<file path="src/hw/rtl/itrd_pkg.sv">
// Package for the integer to radix digits converter.
// Holds the shared types, character constants and the digit to character mapping.
// Used by itrd_divider and integer_to_radix_digits_core.
package itrd_pkg;

	typedef logic [6:0] radix_t;
	typedef logic [6:0] char_t;

	typedef struct packed {
		logic   done;
		radix_t rem;
	} div_stat_t;

	localparam radix_t RADIX_MIN    = 7'd2;
	localparam radix_t RADIX_MAX    = 7'd72;
	localparam radix_t RADIX_RESET  = 7'd16;
	localparam radix_t LETTER_LIMIT = 7'd10;
	localparam char_t  CHAR_ZERO    = 7'd48;
	localparam char_t  CHAR_UPPER_A = 7'd65;
	localparam char_t  CHAR_MINUS   = 7'd45;

	function automatic char_t digit_char(input radix_t d);
		char_t c;
		if (d >= LETTER_LIMIT) begin
			c = d - LETTER_LIMIT + CHAR_UPPER_A;
		end else begin
			c = d + CHAR_ZERO;
		end
		return c;
	endfunction

endpackage

</file>
<file path="src/hw/rtl/itrd_ram.sv">
// Generic single write port, single read port RAM with registered read data.
// No dependencies.
module itrd_ram #(
	parameter int WIDTH = 7,
	parameter int DEPTH = 32
) (
	input  logic                     clk,
	input  logic                     we,
	input  logic [$clog2(DEPTH)-1:0] waddr,
	input  logic [WIDTH-1:0]         wdata,
	input  logic [$clog2(DEPTH)-1:0] raddr,
	output logic [WIDTH-1:0]         rdata
);

	logic [WIDTH-1:0] mem_q [DEPTH];

	always_ff @(posedge clk) begin
		if (we) begin
			mem_q[waddr] <= wdata;
		end
		rdata <= mem_q[raddr];
	end

endmodule

</file>
<file path="src/hw/rtl/itrd_divider.sv">
// Bit-serial restoring divider: one quotient bit per cycle.
// Divides an unsigned dividend by a 7-bit radix; depends on itrd_pkg.
module itrd_divider
	import itrd_pkg::*;
#(
	parameter int VALUE_WIDTH = 32
) (
	input  logic                   clk,
	input  logic                   arst_n,
	input  logic                   start,
	input  logic [VALUE_WIDTH-1:0] dividend,
	input  radix_t                 divisor,
	output logic [VALUE_WIDTH-1:0] quotient,
	output div_stat_t              stat
);

	localparam int CW = $clog2(VALUE_WIDTH);

	logic [VALUE_WIDTH-1:0] shift_q;
	radix_t                 rem_q;
	radix_t                 div_q;
	logic [CW-1:0]          cnt_q;
	logic                   busy_q;

	logic [7:0]             trial;
	logic [7:0]             diff;
	logic                   ge;
	radix_t                 rem_next;
	logic [VALUE_WIDTH-1:0] shift_next;

	always_comb begin
		trial      = {rem_q, shift_q[VALUE_WIDTH-1]};
		ge         = trial >= {1'b0, div_q};
		diff       = trial - {1'b0, div_q};
		rem_next   = ge ? diff[6:0] : trial[6:0];
		shift_next = {shift_q[VALUE_WIDTH-2:0], ge};
	end

	assign quotient  = shift_next;
	assign stat.rem  = rem_next;
	assign stat.done = busy_q && (cnt_q == '0);

	always_ff @(posedge clk or negedge arst_n) begin
		if (!arst_n) begin
			shift_q <= '0;
			rem_q   <= '0;
			div_q   <= RADIX_RESET;
			cnt_q   <= '0;
			busy_q  <= 1'b0;
		end else if (start) begin
			shift_q <= dividend;
			rem_q   <= '0;
			div_q   <= divisor;
			cnt_q   <= CW'(VALUE_WIDTH - 1);
			busy_q  <= 1'b1;
		end else if (busy_q) begin
			shift_q <= shift_next;
			rem_q   <= rem_next;
			cnt_q   <= cnt_q - 1'b1;
			if (cnt_q == '0) begin
				busy_q <= 1'b0;
			end
		end
	end

endmodule

</file>
<file path="src/hw/rtl/integer_to_radix_digits_core.sv">
// Converts a signed integer to its character string in radix 2 to 72, most significant first.
// Each digit comes from the bit-serial divider and is written to the digit store; then a '-' is
// sent if the value is negative, and each digit passes through store read, load and hand-over.
// A new value is taken only once the last character of the previous one has been handed over.
// Reset sets the radix to 16 and empties the output; the digit store is not cleared.
// Depends on itrd_pkg, itrd_divider and itrd_ram.
module integer_to_radix_digits_core
	import itrd_pkg::*;
#(
	parameter int VALUE_WIDTH = 32,
	parameter int MAX_DIGITS  = 32
) (
	input  logic                          clk,
	input  logic                          arst_n,
	input  logic                          cfg_we,
	input  logic [6:0]                    cfg_wdata,
	input  logic                          in_valid,
	output logic                          in_stall,
	input  logic signed [VALUE_WIDTH-1:0] value,
	output logic                          out_valid,
	input  logic                          out_stall,
	output logic [6:0]                    char_code,
	output logic                          last_char
);

	localparam int AW = $clog2(MAX_DIGITS);

	localparam logic [2:0] ST_IDLE = 3'd0;
	localparam logic [2:0] ST_DIV  = 3'd1;
	localparam logic [2:0] ST_SIGN = 3'd2;
	localparam logic [2:0] ST_READ = 3'd3;
	localparam logic [2:0] ST_LOAD = 3'd4;
	localparam logic [2:0] ST_OUT  = 3'd5;

	logic [2:0]    state_q;
	radix_t        radix_q;
	radix_t        base_q;
	logic          neg_q;
	logic [AW-1:0] count_q;
	logic [AW-1:0] ptr_q;
	logic          out_valid_q;
	char_t         char_q;
	logic          last_q;

	logic [VALUE_WIDTH-1:0] value_u;
	logic [VALUE_WIDTH-1:0] mag;
	radix_t                 sat_radix;
	logic                   in_accept;
	logic                   more;
	logic                   div_start;
	logic [VALUE_WIDTH-1:0] div_dividend;
	radix_t                 div_divisor;
	logic [VALUE_WIDTH-1:0] div_quot;
	div_stat_t              div_stat;
	logic                   ram_we;
	char_t                  ram_rdata;

	always_comb begin
		value_u = $unsigned(value);
		mag     = value_u[VALUE_WIDTH-1] ? (~value_u + 1'b1) : value_u;
		if (radix_q < RADIX_MIN) begin
			sat_radix = RADIX_MIN;
		end else if (radix_q > RADIX_MAX) begin
			sat_radix = RADIX_MAX;
		end else begin
			sat_radix = radix_q;
		end
		in_accept    = in_valid && (state_q == ST_IDLE);
		more         = (div_quot != '0) && (count_q != AW'(MAX_DIGITS - 1));
		div_start    = in_accept || ((state_q == ST_DIV) && div_stat.done && more);
		div_dividend = in_accept ? mag : div_quot;
		div_divisor  = in_accept ? sat_radix : base_q;
		ram_we       = (state_q == ST_DIV) && div_stat.done;
	end

	assign in_stall  = (state_q != ST_IDLE);
	assign out_valid = out_valid_q;
	assign char_code = char_q;
	assign last_char = last_q;

	itrd_divider #(
		.VALUE_WIDTH(VALUE_WIDTH)
	) u_divider (
		.clk     (clk),
		.arst_n  (arst_n),
		.start   (div_start),
		.dividend(div_dividend),
		.divisor (div_divisor),
		.quotient(div_quot),
		.stat    (div_stat)
	);

	itrd_ram #(
		.WIDTH(7),
		.DEPTH(MAX_DIGITS)
	) u_digit_store (
		.clk  (clk),
		.we   (ram_we),
		.waddr(count_q),
		.wdata(digit_char(div_stat.rem)),
		.raddr(ptr_q),
		.rdata(ram_rdata)
	);

	always_ff @(posedge clk or negedge arst_n) begin
		if (!arst_n) begin
			radix_q <= RADIX_RESET;
		end else if (cfg_we) begin
			radix_q <= cfg_wdata;
		end
	end

	always_ff @(posedge clk or negedge arst_n) begin
		if (!arst_n) begin
			state_q     <= ST_IDLE;
			base_q      <= RADIX_RESET;
			neg_q       <= 1'b0;
			count_q     <= '0;
			ptr_q       <= '0;
			out_valid_q <= 1'b0;
			char_q      <= CHAR_ZERO;
			last_q      <= 1'b0;
		end else begin
			unique case (state_q)
				ST_IDLE: begin
					if (in_accept) begin
						neg_q   <= value_u[VALUE_WIDTH-1];
						base_q  <= sat_radix;
						count_q <= '0;
						state_q <= ST_DIV;
					end
				end
				ST_DIV: begin
					if (div_stat.done) begin
						ptr_q <= count_q;
						if (more) begin
							count_q <= count_q + 1'b1;
						end else if (neg_q) begin
							out_valid_q <= 1'b1;
							char_q      <= CHAR_MINUS;
							last_q      <= 1'b0;
							state_q     <= ST_SIGN;
						end else begin
							state_q <= ST_READ;
						end
					end
				end
				ST_SIGN: begin
					if (!out_stall) begin
						out_valid_q <= 1'b0;
						state_q     <= ST_READ;
					end
				end
				ST_READ: begin
					state_q <= ST_LOAD;
				end
				ST_LOAD: begin
					out_valid_q <= 1'b1;
					char_q      <= ram_rdata;
					last_q      <= (ptr_q == '0);
					state_q     <= ST_OUT;
				end
				ST_OUT: begin
					if (!out_stall) begin
						out_valid_q <= 1'b0;
						if (last_q) begin
							state_q <= ST_IDLE;
						end else begin
							ptr_q   <= ptr_q - 1'b1;
							state_q <= ST_READ;
						end
					end
				end
				default: begin
					state_q <= ST_IDLE;
				end
			endcase
		end
	end

endmodule

</file>
<file path="config.mk">
export PLATFORM = sky130hd
export DESIGN_NAME = integer_to_radix_digits_core
export DESIGN_NICKNAME = d
export VERILOG_FILES = /design/src/hw/rtl/itrd_pkg.sv /design/src/hw/rtl/itrd_ram.sv /design/src/hw/rtl/itrd_divider.sv /design/src/hw/rtl/integer_to_radix_digits_core.sv
export SDC_FILE = /design/constraint.sdc
export NUM_CORES = 1
export LEC_CHECK = 0
export BUFFER_PORTS_ARGS = -buffer_cell sky130_fd_sc_hd__buf_2
export CELL_PAD_IN_SITES_DETAIL_PLACEMENT = 1
export CELL_PAD_IN_SITES_GLOBAL_PLACEMENT = 1
export CORE_MARGIN = 5
export CORE_UTILIZATION = 52
export DETAILED_ROUTE_END_ITERATION = 10
export PLACE_DENSITY_LB_ADDON = 0.12
export SETUP_SLACK_MARGIN = 0.15
export SKIP_LAST_GASP = 1
export SYNTH_ARGS = -nofsm -noshare
export SYNTH_HDL_FRONTEND = slang
export SYNTH_SLANG_ARGS = --single-unit
</file>
<file path="constraint.sdc">
create_clock -name clk -period 5.9 [get_ports clk]
set_input_delay 0.885 -clock clk [delete_from_list [all_inputs] [get_ports clk]]
set_output_delay 0.885 -clock clk [all_outputs]
set_load 0.03 [all_outputs]
</file>
---- Word-level counts from Yosys, hierarchy flattened ----
Memory sizes are Yosys's and may differ from the RTL's. A register that Yosys moved wholly into a read port is not among the register bits.
Cells that the tools add are included.
storage, ports and cells
  memories kept ........................... 1
  bits in registers ....................... 89
  input port bits ......................... 44
  memory bits (writable) .................. 224
  output and inout bits ................... 10
memory list
  name                 depth  bits a word  read ports  clocked after Yosys merged registers in  wr ports  line            RTL
  u_digit_store.mem_q  32     7            1           1                                        1         itrd_ram.sv:15  logic [WIDTH-1:0] mem_q [DEPTH];
cells by class
  multiplexer cells ....................... 47
  eq/ne operators ......................... 15
  reduce and logical (&&, ||, !) cells .... 23
  $add $sub $neg .......................... 8
  bitwise gates (word level) .............. 1
  $lt $le $gt $ge ......................... 4
operators by type and width
  operator                                             number
  two-way mux 32 bit                                   4
  two-way mux 7 bit                                    10
  two-way mux 5 bit                                    8
  adder 32 x 1 -> 32 bit, second input constant        1
  inverter 32 bit                                      1
  nonzero test 32 bit                                  1
  one-hot mux 5 bit (2 select lines)                   2
  inequality test 2 bit, second input constant         9
  one-hot mux 3 bit (6 select lines)                   1
  two-way mux 3 bit                                    5
  one-hot mux 7 bit (2 select lines)                   1
  two-way mux 1 bit                                    13
  AND reduction 4 bit                                  3
  logical NOT 5 bit                                    2
  AND reduction 5 bit                                  2
  subtractor 5 x 1 -> 5 bit, second input constant     2
  >= comparator 8 x 7 -> 1 bit                         1
  nonzero test 2 bit                                   4
  adder 7 x 6 -> 7 bit, second input constant          1
  adder 7 bit, second input constant                   1
  >= comparator 7 x 4 -> 1 bit, second input constant  1
  > comparator 7 bit, second input constant            1
  < comparator 7 x 2 -> 1 bit, second input constant   1
  subtractor 7 x 4 -> 7 bit, second input constant     1
  15 further kinds                                     22

---- Depth between registers and ports, before layout ----
  word-level depth ........................ 6
  depth in mapped cells ................... 18

---- By module ----
Synthesis repeated with hierarchy kept, for this count alone.
second synthesis, totals
  cells, all modules ...................... 1070
  area, all modules ....................... 14950.6 um2
by module, submodules not included
  module                        times used  cells each  area each (um2)
  itrd_ram                      1           370         8833.5
  integer_to_radix_digits_core  1           388         3146.8
  itrd_divider                  1           312         2970.3

---- Least setup slack after synthesis ----
Ideal clock, no wire load.
  path kind ............................... register to register
  start point ............................. register u_divider.shift_q[31]
  end point ............................... memory u_digit_store.mem_q[0][1] (data pin)
  setup slack ............................. 928 ps
  stages on the path, launching flop included .. 16
  path buffers ............................ 1
  arrival ................................. 4517 ps
  library setup time ...................... 454 ps
  cells stage by stage .................... dfrtp_1 inv_1 ha_1 inv_1 fa_1 a211oi_2 o21bai_1 a21oi_2 buf_2 mux2_2 ha_1 nand2_1 nand2_1 a211oi_1 o211ai_2 o21ai_0
between the ends
  word-level cells in the longest chain between the ends .. 5
  elaborated cells between the ends (all ways) .. 8
  classes of those cells .................. add/sub: 4; order compare: 2; mux: 2
RTL lines
  what                                                                     line                                    RTL
  start, declared                                                          itrd_divider.sv:19                      logic [VALUE_WIDTH-1:0] shift_q;
  start signal, assigned                                                   itrd_divider.sv:51                      shift_q <= dividend;
  start signal, assigned                                                   itrd_divider.sv:57                      shift_q <= shift_next;
  subtractor 7 bit / >= comparator 8 x 7 -> 1 bit (equally long branches)  itrd_divider.sv:34, itrd_divider.sv:33
  two-way mux 7 bit *                                                      itrd_divider.sv:35                      rem_next = ge ? diff[6:0] : trial[6:0];
  subtractor 7 x 4 -> 7 bit                                                itrd_pkg.sv:25                          c = d - LETTER_LIMIT + CHAR_UPPER_A;
  adder 7 bit                                                              itrd_pkg.sv:25
  two-way mux 7 bit *                                                      itrd_pkg.sv:24                          if (d >= LETTER_LIMIT) begin
  via u_digit_store.wdata[1]                                               itrd_ram.sv:10                          input logic [WIDTH-1:0] wdata,
  end, declared                                                            itrd_ram.sv:15
Mark *: on every way through the listed nets, which the timed path passes. The rest lies on a longest branch.

---- Worst setup path after layout ----
  start point ............................. register u_divider.shift_q[31]
  end point ............................... memory u_digit_store.mem_q[29][3] (data pin)
Same word-level chain as after synthesis.

==> run summary <==
Status - finished clean
Post-synthesis register bit count - 320
Avg Inst Size Synth - 14.32 sq um
Setup ws final - 0.6341 ns
Antenna violations before repair - 0
CORE AREA - 27030 sq um
Antenna cells - 0
Worst EP required - 6.03 ns
CTS tree - built
Chip height - 176.1 microns
Max transition margin - 0.1745
Worst clock skew - 0.02700 ns
Overall routed net length - 33.81 mm
Fin. Hold Viols - 0
Clock Latency Late Sink - 0.52 ns
Final HPWL from detailed placement - 22.27 mm
Fmax - 0.1899 GHz
Ys flop type - edfxtp_1
P per Cell Area - 693.9 nW/um^2
Initial DRT Pass Iterations - 4
Post-Synthesis Cell Area - 14350 sq um
Rows - 60
Pwr Total - 11.16 mW
Worst-margin pin slew - 1.237 ns
Final core utilization - 0.5953
Syn. warnings - 0
Cell variety after synth - 71
CTS resizes - 0
Die extent in x - 176.1 microns
Final Setup Violations - 0
Drt initial violations - 741
Grt total ovfl - 0
CTS clock-pin slew for the worst setup and hold paths - 0.06 ns
GP Congestion - 0.7611
TNS Setup - 0 ns
H-tree Lvls - 2
Remaining antenna violation count - 0
Final worst path period share - 0.8925
Post-CTS Setup Repair Bufs - 0
Clock sinks - 320
Final Slew Violations - 0
VDD IR max - 0.6375 mV
R2R depth - 17
Syn_nets - 1067
HP Class - in2async
Hold Buf Count CTS - 0
# DRC - 0
Number of synthesized flops with an enable pin - 224
Worst flop-to-flop path endpoint - u_digit_store.mem_q[29][3]$_DFFE_PP_
CP Class - reg2reg
Leakage power - 5.743 nW
Max-cap violations - 0
First-pass GRT wire length - 53.27 mm
Initial Util - 0.5309
Post-route minimum period - 5.266 ns
CP Launch Type - flip-flop
Asr flop ratio synth - 0.2781
Reg-to-reg startpoint - u_divider.shift_q[31]$_DFFE_PN0P_
Worst reg-to-reg setup slack - 0.63 ns
Worst Path Arrival - 5.40 ns
CTS Root Cell - clkbuf_16
Unrepaired setup endpoints after global routing - false
I/O pin total - 54
Routed vias - 8606
Nets - 1122
Worst Setup SP - u_divider.shift_q[31]$_DFFE_PN0P_
Largest net degree at the start of global routing - 68
Drt wl/cell - 23.78 microns
Crit. End Element - flip-flop
Vias per inst - 6.052
Area grow syn2layout - 12.12%
Number of cells produced by synthesis - 1002
Die area - 31020 sq um
Setup slack after placement - 0.7080 ns
Clk buf depth - 3
Crit path max fanout - 32
Proportion of layout cells with a drive suffix above 1 - 0.2109
Vias in the first global route - 9092
GRT Util Overall - 0.2228
Seq/Total Area, Yosys - 0.6342
CTS buffer count - 35
PortBufs - 53
-- per-stage QoR --
step	instances	area [sq um]	hold WS [ns]
after floorplan	1002	14350	0.4291
after global placement	1361	14990	0.4355
after detailed placement	1361	14990	0.4458
after CTS	1422	16090	0.4030
after global routing	1422	16090	0.4357
final	1422	16090	0.3888
-- worst max-delay path by stage --
stage | depth (start not counted) | end | slack, ns
after detailed placement | 17 | u_digit_store.mem_q[29][3]$_DFFE_PP_ | 0.71
after global routing | 17 | u_digit_store.mem_q[29][3]$_DFFE_PP_ | 0.27
after floorplan | 15 | u_digit_store.mem_q[0][1]$_DFFE_PP_ | 0.93
final | 17 | u_digit_store.mem_q[29][3]$_DFFE_PP_ | 0.63
after global placement | 17 | u_digit_store.mem_q[30][3]$_DFFE_PP_ | 0.93
after CTS | 17 | u_digit_store.mem_q[29][3]$_DFFE_PP_ | 0.68
-- synth_stat cells (all sizes together) (8+ instances only) --
master    n  share of area
nor4      9         0.0044
buf      13         0.0045
clkbuf   35         0.0092
inv      32         0.0084
nor2b    18         0.0078
o22ai     9         0.0039
o31ai    17          0.010
xor2     17          0.010
nor3      8         0.0028
a21oi    32          0.011
mux4     60          0.094
edfxtp  224           0.47
nand2    85          0.022
ha       20          0.017
o21ai    59          0.021
nand3     8         0.0028
a211oi   22          0.012
mux2i    36          0.025
xnor2    23          0.014
dfrtp    84           0.15
nor2     69          0.019
mux2     16          0.013
-- area by class of cell --
type / instances / area (sq um)
Tap cell: 341 / 426.7
Clock inverter: 11 / 127.6
Sequential cell: 320 / 9106
Inverter: 32 / 120.1
Clock buffer: 50 / 972.2
Timing Repair Buffer: 66 / 365.4
Fill cell: 2625 / 10940
Multi-Input combinational cell: 602 / 4970
-- flip-flops by register name (all words and copies together) (netlist names) --
| name | cells |
|---|---|
| radix_q | 7 |
| out_valid | 1 |
| base_q | 7 |
| u_digit_store.rdata | 7 |
| neg_q | 1 |
| ptr_q | 5 |
| u_divider.shift_q | 32 |
| u_divider.busy_q | 1 |
| count_q | 5 |
| u_digit_store.mem_q | 224 |
| u_divider.rem_q | 7 |
| state_q | 3 |
| u_divider.cnt_q | 5 |
| last_char | 1 |
| u_divider.div_q | 7 |
| char_code | 7 |
-- layer usage --
layer,global-route usage,up-vias,routed length (microns)
li1,-,3923,-
met1,0.3188,4411,14920
met2,0.3662,234,16660
met3,0.03576,38,1726
met4,0.04743,0,506
met5,0,-,0
-- cell usage in the layout, fill, tap and decap left out, drive strengths merged, types with 18 or more instances in the layout --
cell type and count:
a211oi 22, a21oi 32, buf 66, clkbuf 50
dfrtp 84, edfxtp 224, ha 20, inv 32
mux2i 36, mux4 60, nand2 85, nor2 69
nor2b 18, o21ai 59, xnor2 23
-- power by group --
group,switching (mW),internal [mW]
Sequential,0.322,4.43
Combinational,2.94,1.36
Clock,0.876,1.24
-- logic make-up after synthesis --
family,Yosys count,synth area share
AOI/OAI and AO/OA,183,0.08545
xor gates and xnor gates,40,0.02442
adders and majority gates,21,0.01884
buffers and inverters,80,0.02206
DFF,320,0.6342
muxes,112,0.1318
and+or+nand+nor,246,0.08319
-- worst max-delay path: stages (launching register included) --
cell and delay [ns]:
dfrtp_1 0.37, inv_1 0.10, ha_1 0.18, inv_1 0.06, fa_1 0.41, a211oi_2 0.31, o21bai_1 0.14, a21oi_2 0.37
buf_4 0.25, mux2i_1 0.27, inv_1 0.14, ha_1 0.21, nand2_1 0.08, nand2_1 0.06, a211oi_1 0.43, o211ai_2 0.27
o211ai_1 0.24, xor2_2 0.98
No activity file was read; power rests on OpenSTA's default activity.
